**config.mk**
```make
export PLATFORM = sky130hd
export DESIGN_NAME = positional_array_insert_delete
export DESIGN_NICKNAME = d
export VERILOG_FILES = /design/src/design/pai_pkg.sv /design/src/design/positional_array_insert_delete.sv /design/src/design/pai_ctrl.sv /design/src/design/pai_dp.sv
export SDC_FILE = /design/constraint.sdc
export NUM_CORES = 2
export LEC_CHECK = 0
export BUFFER_PORTS_ARGS = -buffer_cell sky130_fd_sc_hd__buf_2
export CAP_MARGIN = 20
export CORE_MARGIN = 10
export CORE_UTILIZATION = 58
export CTS_CLUSTER_SIZE = 14
export DETAILED_ROUTE_END_ITERATION = 10
export HOLD_SLACK_MARGIN = 0.03
export PLACE_DENSITY_LB_ADDON = 0.1
export RECOVER_POWER = 25
export SYNTH_ARGS = -nofsm -noshare
export SYNTH_HDL_FRONTEND = slang
export SYNTH_SLANG_ARGS = --single-unit
```
**constraint.sdc**
```tcl
create_clock -name aclk -period 3.86 [get_ports aclk]
set_input_delay 0 -clock aclk [delete_from_list [all_inputs] [get_ports aclk]]
set_output_delay 0 -clock aclk [all_outputs]
set_load 0.05 [all_outputs]
```
**src/design/pai_pkg.sv**
```systemverilog
package pai_pkg;

    localparam logic [2:0] ACT_APPEND   = 3'd0;
    localparam logic [2:0] ACT_INSERT   = 3'd1;
    localparam logic [2:0] ACT_DEL_LAST = 3'd2;
    localparam logic [2:0] ACT_DEL_POS  = 3'd3;
    localparam logic [2:0] ACT_READ_ALL = 3'd4;

    localparam logic [1:0] ST_OK    = 2'd0;
    localparam logic [1:0] ST_FULL  = 2'd1;
    localparam logic [1:0] ST_EMPTY = 2'd2;
    localparam logic [1:0] ST_RANGE = 2'd3;

    typedef struct packed {
        logic [2:0]         action;
        logic [5:0]         position;
        logic signed [31:0] item_value;
    } pai_in_t;

    typedef struct packed {
        logic [1:0]         status;
        logic signed [31:0] result_value;
        logic [5:0]         count_after;
        logic               last;
    } pai_out_t;

    typedef struct packed {
        logic accept;
        logic load_single;
        logic rd_start;
        logic rd_load;
    } pai_cmd_t;

    typedef struct packed {
        logic start_read;
        logic rd_last;
    } pai_stat_t;

endpackage

```
**src/design/positional_array_insert_delete.sv**
```systemverilog
// positional array with insert and delete
// input channel s_valid/s_ready/s_data carries one request transaction:
// append, insert at a 1-based position, delete last, delete at a position,
// or read out all. result channel m_valid/m_ready/m_data returns status,
// removed or read value, count after the action and a last marker.
// append, insert and deletes: one result, registered in the cycle after the
// input transaction; one request per cycle while results are taken.
// inserts and deletes at a position move all cells from that position up
// at once. read out: one result per stored element, one per cycle while
// results are taken, loaded in the read state; the next request is taken
// after the last is registered; empty array read out gives a single result.
// failed requests (full, empty, bad position) report a status and change
// nothing. when the receiver stalls the result register holds and new
// requests wait; a request is still taken in the cycle its result slot
// frees up. reset clears the element count and both channels; storage
// contents are not cleared and are only read below the count.
module positional_array_insert_delete #(
    parameter int CAPACITY = 32
) (
    input  logic              aclk,
    input  logic              aresetn,
    input  logic              s_valid,
    output logic              s_ready,
    input  pai_pkg::pai_in_t  s_data,
    output logic              m_valid,
    input  logic              m_ready,
    output pai_pkg::pai_out_t m_data
);

    pai_pkg::pai_cmd_t  cmd;
    pai_pkg::pai_stat_t stat;

    pai_ctrl u_ctrl (
        .aclk    (aclk),
        .aresetn (aresetn),
        .s_valid (s_valid),
        .s_ready (s_ready),
        .m_valid (m_valid),
        .m_ready (m_ready),
        .stat    (stat),
        .cmd     (cmd)
    );

    pai_dp #(
        .CAPACITY (CAPACITY)
    ) u_dp (
        .aclk    (aclk),
        .aresetn (aresetn),
        .s_data  (s_data),
        .cmd     (cmd),
        .stat    (stat),
        .m_data  (m_data)
    );

endmodule

```
**src/design/pai_ctrl.sv**
```systemverilog
module pai_ctrl (
    input  logic              aclk,
    input  logic              aresetn,
    input  logic              s_valid,
    output logic              s_ready,
    output logic              m_valid,
    input  logic              m_ready,
    input  pai_pkg::pai_stat_t stat,
    output pai_pkg::pai_cmd_t  cmd
);

    localparam logic S_IDLE = 1'b0;
    localparam logic S_READ = 1'b1;

    logic state_reg, state_next;
    logic m_valid_reg, m_valid_next;
    logic slot_free;

    assign slot_free = !m_valid_reg || m_ready;
    assign s_ready   = (state_reg == S_IDLE) && slot_free;
    assign m_valid   = m_valid_reg;

    always_comb begin
        state_next      = state_reg;
        cmd.accept      = 1'b0;
        cmd.load_single = 1'b0;
        cmd.rd_start    = 1'b0;
        cmd.rd_load     = 1'b0;
        unique case (state_reg)
            S_IDLE: begin
                if (s_valid && slot_free) begin
                    cmd.accept = 1'b1;
                    if (stat.start_read) begin
                        cmd.rd_start = 1'b1;
                        state_next   = S_READ;
                    end else begin
                        cmd.load_single = 1'b1;
                    end
                end
            end
            S_READ: begin
                if (slot_free) begin
                    cmd.rd_load = 1'b1;
                    if (stat.rd_last) begin
                        state_next = S_IDLE;
                    end
                end
            end
            default: begin
                state_next = S_IDLE;
            end
        endcase
    end

    always_comb begin
        if (cmd.load_single || cmd.rd_load) begin
            m_valid_next = 1'b1;
        end else if (m_ready) begin
            m_valid_next = 1'b0;
        end else begin
            m_valid_next = m_valid_reg;
        end
    end

    always_ff @(posedge aclk) begin
        if (!aresetn) begin
            state_reg   <= S_IDLE;
            m_valid_reg <= 1'b0;
        end else begin
            state_reg   <= state_next;
            m_valid_reg <= m_valid_next;
        end
    end

endmodule

```
**src/design/pai_dp.sv**
```systemverilog
module pai_dp #(
    parameter int CAPACITY = 32
) (
    input  logic               aclk,
    input  logic               aresetn,
    input  pai_pkg::pai_in_t   s_data,
    input  pai_pkg::pai_cmd_t  cmd,
    output pai_pkg::pai_stat_t stat,
    output pai_pkg::pai_out_t  m_data
);

    localparam int CW    = $clog2(CAPACITY + 1);
    localparam int IW    = $clog2(CAPACITY);
    localparam int CMP_W = (CW > 6) ? CW : 6;

    logic signed [31:0] cell_reg  [CAPACITY];
    logic signed [31:0] cell_next [CAPACITY];
    logic [CW-1:0]      count_reg, count_next;
    logic [IW-1:0]      rd_idx_reg, rd_idx_next;
    pai_pkg::pai_out_t  out_reg, out_next;

    logic [CMP_W-1:0]   pos_w, cnt_w;
    logic               full, empty, pos_ok;
    logic [IW-1:0]      k_idx, last_idx, rd_addr;
    logic [CW-1:0]      k_cnt;
    logic signed [31:0] rd_val;
    logic               do_app, do_ins, do_dlast, do_dpos;
    logic [1:0]         single_status;

    assign pos_w    = CMP_W'(s_data.position);
    assign cnt_w    = CMP_W'(count_reg);
    assign full     = cnt_w >= CMP_W'(CAPACITY);
    assign empty    = (count_reg == '0);
    assign pos_ok   = (pos_w != '0) && (pos_w <= cnt_w);
    assign k_idx    = IW'(s_data.position - 6'd1);
    assign k_cnt    = CW'(k_idx);
    assign last_idx = IW'(count_reg - CW'(1));

    // decode of the single-result actions
    always_comb begin
        do_app        = 1'b0;
        do_ins        = 1'b0;
        do_dlast      = 1'b0;
        do_dpos       = 1'b0;
        single_status = pai_pkg::ST_OK;
        unique case (s_data.action)
            pai_pkg::ACT_APPEND: begin
                if (full) single_status = pai_pkg::ST_FULL;
                else      do_app = 1'b1;
            end
            pai_pkg::ACT_INSERT: begin
                if (full)         single_status = pai_pkg::ST_FULL;
                else if (!pos_ok) single_status = pai_pkg::ST_RANGE;
                else              do_ins = 1'b1;
            end
            pai_pkg::ACT_DEL_LAST: begin
                if (empty) single_status = pai_pkg::ST_EMPTY;
                else       do_dlast = 1'b1;
            end
            pai_pkg::ACT_DEL_POS: begin
                if (empty)        single_status = pai_pkg::ST_EMPTY;
                else if (!pos_ok) single_status = pai_pkg::ST_RANGE;
                else              do_dpos = 1'b1;
            end
            pai_pkg::ACT_READ_ALL: begin
                if (empty) single_status = pai_pkg::ST_EMPTY;
            end
            default: begin
                single_status = pai_pkg::ST_OK;
            end
        endcase
    end

    assign stat.start_read = (s_data.action == pai_pkg::ACT_READ_ALL) && !empty;
    assign stat.rd_last    = (CW'(rd_idx_reg) == count_reg - CW'(1));

    // one read port shared by deletes and read out
    always_comb begin
        if (cmd.rd_load)    rd_addr = rd_idx_reg;
        else if (do_dlast)  rd_addr = last_idx;
        else                rd_addr = k_idx;
    end
    assign rd_val = cell_reg[rd_addr];

    // all affected cells shift in the same cycle
    always_comb begin
        for (int i = 0; i < CAPACITY; i++) begin
            cell_next[i] = cell_reg[i];
            if (cmd.accept && do_app && (CW'(i) == count_reg)) begin
                cell_next[i] = s_data.item_value;
            end
            if (cmd.accept && do_ins) begin
                if (CW'(i) == k_cnt) begin
                    cell_next[i] = s_data.item_value;
                end else if (i > 0 && CW'(i) > k_cnt && CW'(i) <= count_reg) begin
                    cell_next[i] = cell_reg[(i > 0) ? i - 1 : 0];
                end
            end
            if (cmd.accept && do_dpos && i < CAPACITY - 1) begin
                if (CW'(i) >= k_cnt && CW'(i + 1) < count_reg) begin
                    cell_next[i] = cell_reg[(i < CAPACITY - 1) ? i + 1 : i];
                end
            end
        end
    end

    always_comb begin
        count_next = count_reg;
        if (cmd.accept && (do_app || do_ins)) begin
            count_next = count_reg + CW'(1);
        end else if (cmd.accept && (do_dlast || do_dpos)) begin
            count_next = count_reg - CW'(1);
        end
    end

    always_comb begin
        rd_idx_next = rd_idx_reg;
        if (cmd.rd_start) begin
            rd_idx_next = '0;
        end else if (cmd.rd_load) begin
            rd_idx_next = rd_idx_reg + IW'(1);
        end
    end

    always_comb begin
        out_next = out_reg;
        if (cmd.load_single) begin
            out_next.status       = single_status;
            out_next.result_value = (do_dlast || do_dpos) ? rd_val : 32'sd0;
            out_next.count_after  = 6'(count_next);
            out_next.last         = 1'b1;
        end else if (cmd.rd_load) begin
            out_next.status       = pai_pkg::ST_OK;
            out_next.result_value = rd_val;
            out_next.count_after  = 6'(count_reg);
            out_next.last         = stat.rd_last;
        end
    end

    always_ff @(posedge aclk) begin
        if (!aresetn) begin
            count_reg  <= '0;
            rd_idx_reg <= '0;
        end else begin
            count_reg  <= count_next;
            rd_idx_reg <= rd_idx_next;
        end
    end

    always_ff @(posedge aclk) begin
        for (int i = 0; i < CAPACITY; i++) begin
            cell_reg[i] <= cell_next[i];
        end
        out_reg <= out_next;
    end

    assign m_data = out_reg;

    a_count_bound: assert property (@(posedge aclk) disable iff (!aresetn)
        CMP_W'(count_reg) <= CMP_W'(CAPACITY))
        else $error("element count above capacity");

    a_grow: assert property (@(posedge aclk) disable iff (!aresetn)
        (cmd.accept && (do_app || do_ins)) |=> (count_reg == $past(count_reg) + CW'(1)))
        else $error("count did not grow after insert");

    a_read_in_range: assert property (@(posedge aclk) disable iff (!aresetn)
        cmd.rd_load |-> (CW'(rd_idx_reg) < count_reg))
        else $error("read out index past count");

    a_single_or_read: assert property (@(posedge aclk) disable iff (!aresetn)
        !(cmd.load_single && cmd.rd_load))
        else $error("two output loads in one cycle");

endmodule
```
==> results.sh <==
export IMPL_status="finished, violations left"
export IMPL_violations="max-capacitance violations, negative setup slack"
export IMPL_io_buffers=87
export IMPL_grt_max_degree=111
export IMPL_grt_overflow_total=0
export IMPL_fin_skew_ns=0.0625
export IMPL_critPathKind="flip-flop to flip-flop"
export IMPL_syn_avg_cell_area_sq_um=8.16
export IMPL_first_pass_iters=9
export IMPL_fmax_mhz=250
export IMPL_first_global_vias=69600
export IMPL_yosys_register_bits=1078
export IMPL_drc=0
export IMPL_wirelength_mm=342
export IMPL_ys_warn_count=0
export IMPL_vias=78100
export IMPL_drv_slew=0
export IMPL_finalCritPeriodShare_pct=104
export IMPL_rsz0062_at_grt="no"
export IMPL_wl_per_cell_um=34.3
export IMPL_ys_seq_area_share_pct=31.2
export IMPL_drtIter0Drc=15000
export IMPL_num_rows=127
export IMPL_clockRootBuffer="clkbuf_16"
export IMPL_setup_ws_ns=-0.141
export IMPL_final_nets=8300
export IMPL_synth_area_sq_um=70500
export IMPL_largest_reg_flops=1024
export IMPL_peakVddDrop_mv=0.527
export IMPL_synth_top_area_share_pct=29.5
export IMPL_p_per_area_nw_per_um2=446
export IMPL_crit_fanout=47
export IMPL_synthCells=8639
export IMPL_synth_area_leader_cell="dfxtp_1"
export IMPL_cts_tree="yes"
export IMPL_worstHoldPathCells=4
export IMPL_clk_insertion_delay_late_ns=0.79
export IMPL_p_total_mw=34.9
export IMPL_cts_htree_levels=3
export IMPL_p_leak_nw=33.5
export IMPL_synthesis_nets=8700
export IMPL_fin_crit_ns=4.00
export IMPL_synth_area_top_cells="dfxtp_1, mux2i_1, o22ai_1, nand2_1, a22oi_1"
export IMPL_worstPathArrival_ns=4.63
export IMPL_syn2layout_area_growth_pct=11.0
export IMPL_n_fill_cell=10300
export IMPL_antenna_found_initial=18
export IMPL_die_w_um=369
export IMPL_tightest_slew_ns=1.48
export IMPL_clock_sinks=1078
export IMPL_worst_slew_margin_rel_pct=1.38
export IMPL_avgViaCountPerCell=7.84
export IMPL_fp_dieH_um=369
export IMPL_synth_edff_count=40
export IMPL_io_pins=88
export IMPL_place_congestion=1.09
export IMPL_required_ns=4.49
export IMPL_start_util_pct=58.6
export IMPL_grt_use_total_pct=47.0
export IMPL_synth_ff_type="dfxtp_1"
export IMPL_die_area_sq_um=136000
export IMPL_async_reset_ff_share_pct=0
export IMPL_setup_viol=8
export IMPL_ff2ff_path_depth=11
export IMPL_clkSlewWorstSetupHoldPaths_ns=0.07
export IMPL_max_cap_violations=1
export IMPL_setup_worst_path_start_class="flip-flop"
export IMPL_core_sq_um=120000
export IMPL_dp_hpwl_mm=233
export IMPL_crit_path_end_kind="flip-flop"
export IMPL_clockBufferDepth=3
export IMPL_ant_nets=0
export IMPL_timing_hold_ws_ns=0.115
export IMPL_hold_path_class="input port to flip-flop"
export IMPL_cts_buffers=120
export IMPL_hold_violations=0
export IMPL_dp_slack_ns=-0.110
export IMPL_synth_distinct_cells=86
export IMPL_drive_gt1_share_pct=13.4
export IMPL_grt_pass1_wl_mm=491
## stage by stage
stage / TNS (ns) / cell area (sq um) / util (%) / std cells
after floorplan: 0 / 70500 / - / 8639
after global placement: -0.0912 / 73600 / 61.2 / 9679
after detailed placement: -0.110 / 73600 / 61.2 / 9682
after CTS: 0 / 78200 / 65.0 / 9947
after global routing: 0 / 78200 / 65.0 / 9954
final: -0.568 / 78200 / 65.0 / 9963
## logic make-up (layout without fill, tap and decap cells)
kind of cell	after synthesis	in the layout	synth area share (%)
AO/OA/AOI/OAI	3424	3424	35.2
adder cells (fa/ha/maj)	16	16	0.284
flip-flops	1078	1078	31.2
AND/OR/NAND/NOR	1900	1900	11.8
multiplexers	980	980	14.3
other	0	10	0
buffers and inverters	1221	923	6.85
XOR/XNOR	20	20	0.275
## final timing paths
path / start / endpoint / slack (ns)
worst max-delay path: u_dp.cnt_w[0] / u_dp.m_data[24] / -0.14
worst max register to register: u_dp.cnt_w[0] / u_dp.m_data[24] / -0.14
worst min-delay path: s_data[38] / u_dp.cell_reg[7][10] / 0.12
worst min register to register: u_dp.cell_reg[31][30] / u_dp.cell_reg[30][30] / 0.46
## cells in the final DEF, fill, tap and decap left out, types with 12 or more instances in the layout
| master | n |
|---|---|
| a211oi_1 | 203 |
| a21o_1 | 357 |
| a21oi_1 | 142 |
| a221oi_1 | 326 |
| a22o_1 | 34 |
| a22oi_1 | 472 |
| a31oi_1 | 146 |
| a31oi_2 | 15 |
| a32oi_1 | 154 |
| and2_1 | 13 |
| and3_1 | 170 |
| buf_12 | 69 |
| buf_2 | 44 |
| buf_4 | 405 |
| clkbuf_1 | 72 |
| clkbuf_16 | 123 |
| clkbuf_8 | 33 |
| clkinv_2 | 22 |
| dfxtp_1 | 1038 |
| dlygate4sd3_1 | 41 |
| edfxtp_1 | 40 |
| ha_1 | 16 |
| inv_1 | 73 |
| mux2_2 | 228 |
| mux2i_1 | 750 |
| nand2_1 | 1051 |
| nand3_1 | 202 |
| nand3_2 | 13 |
| nand4_1 | 34 |
| nor2_1 | 208 |
| nor2_2 | 23 |
| nor3_1 | 96 |
| o21a_1 | 261 |
| o21ai_0 | 234 |
| o221ai_1 | 251 |
| o22ai_1 | 671 |
| o31ai_1 | 14 |
| o41ai_1 | 33 |
| xnor2_1 | 12 |
## synthesized netlist by cell type (157+ instances only)
master    number
buf_2        167
o221ai_1     251
nand3_1      215
mux2i_1      751
a21o_1       357
mux2_2       228
o21a_1       261
clkbuf_1     886
and3_1       171
a22oi_1      478
a32oi_1      157
a221oi_1     326
o21ai_0      234
a31oi_1      161
o22ai_1      671
nand2_1     1059
nor2_1       231
dfxtp_1     1038
a211oi_1     207
## layer usage
| layer | up-vias | share of wire (%) | track usage (%) |
|---|---|---|---|
| li1 | 32600 | - | - |
| met1 | 37400 | 38 | 63.1 |
| met2 | 6968 | 37 | 60.3 |
| met3 | 1111 | 18 | 22.9 |
| met4 | 22 | 6.3 | 25.4 |
| met5 | - | 0.062 | 0.427 |
## where the power goes
| part | switching (mW) | leakage [nW] | total (mW) | internal (mW) |
|---|---|---|---|---|
| clock network | 5.31 | 2.03 | 12.3 | 6.97 |
| registers | 2.24 | 8.87 | 14.9 | 12.7 |
| logic | 4.69 | 22.6 | 7.66 | 2.96 |
## critical path: stages, from the launching register on
cell       delay (ns)
dfxtp_1          0.33
inv_1            0.06
ha_1             0.24
a2111oi_4        0.30
buf_4            0.25
mux2_2           0.44
nor2_4           0.20
buf_12           0.29
nand2_1          0.10
a31oi_1          0.91
a22oi_2          0.47
nand4_1          0.24
## what timing repair did
action | CTS | global route
setup endpoints to repair | 1 | 59
gates cloned | 0 | 1
endpoints found under the hold margin | 170 | 0
pin swaps | 0 | 2
buffers inserted | 0 | 3
hold buffers | 41 | 0
resized for setup | 1 | 33
## layout make-up
class	count	area, sq um	area share (%)
inverter	75	282	0.360
clock inverter	43	519	0.664
antenna	10	25.0	0.0320
clock buffer	181	3600	4.61
timing repair buffer	624	5430	6.94
tap	1612	2020	2.58
sequential	1078	22000	28.1
multi-input combinational	6340	44400	56.7
No activity file was read; power rests on OpenSTA's default activity.
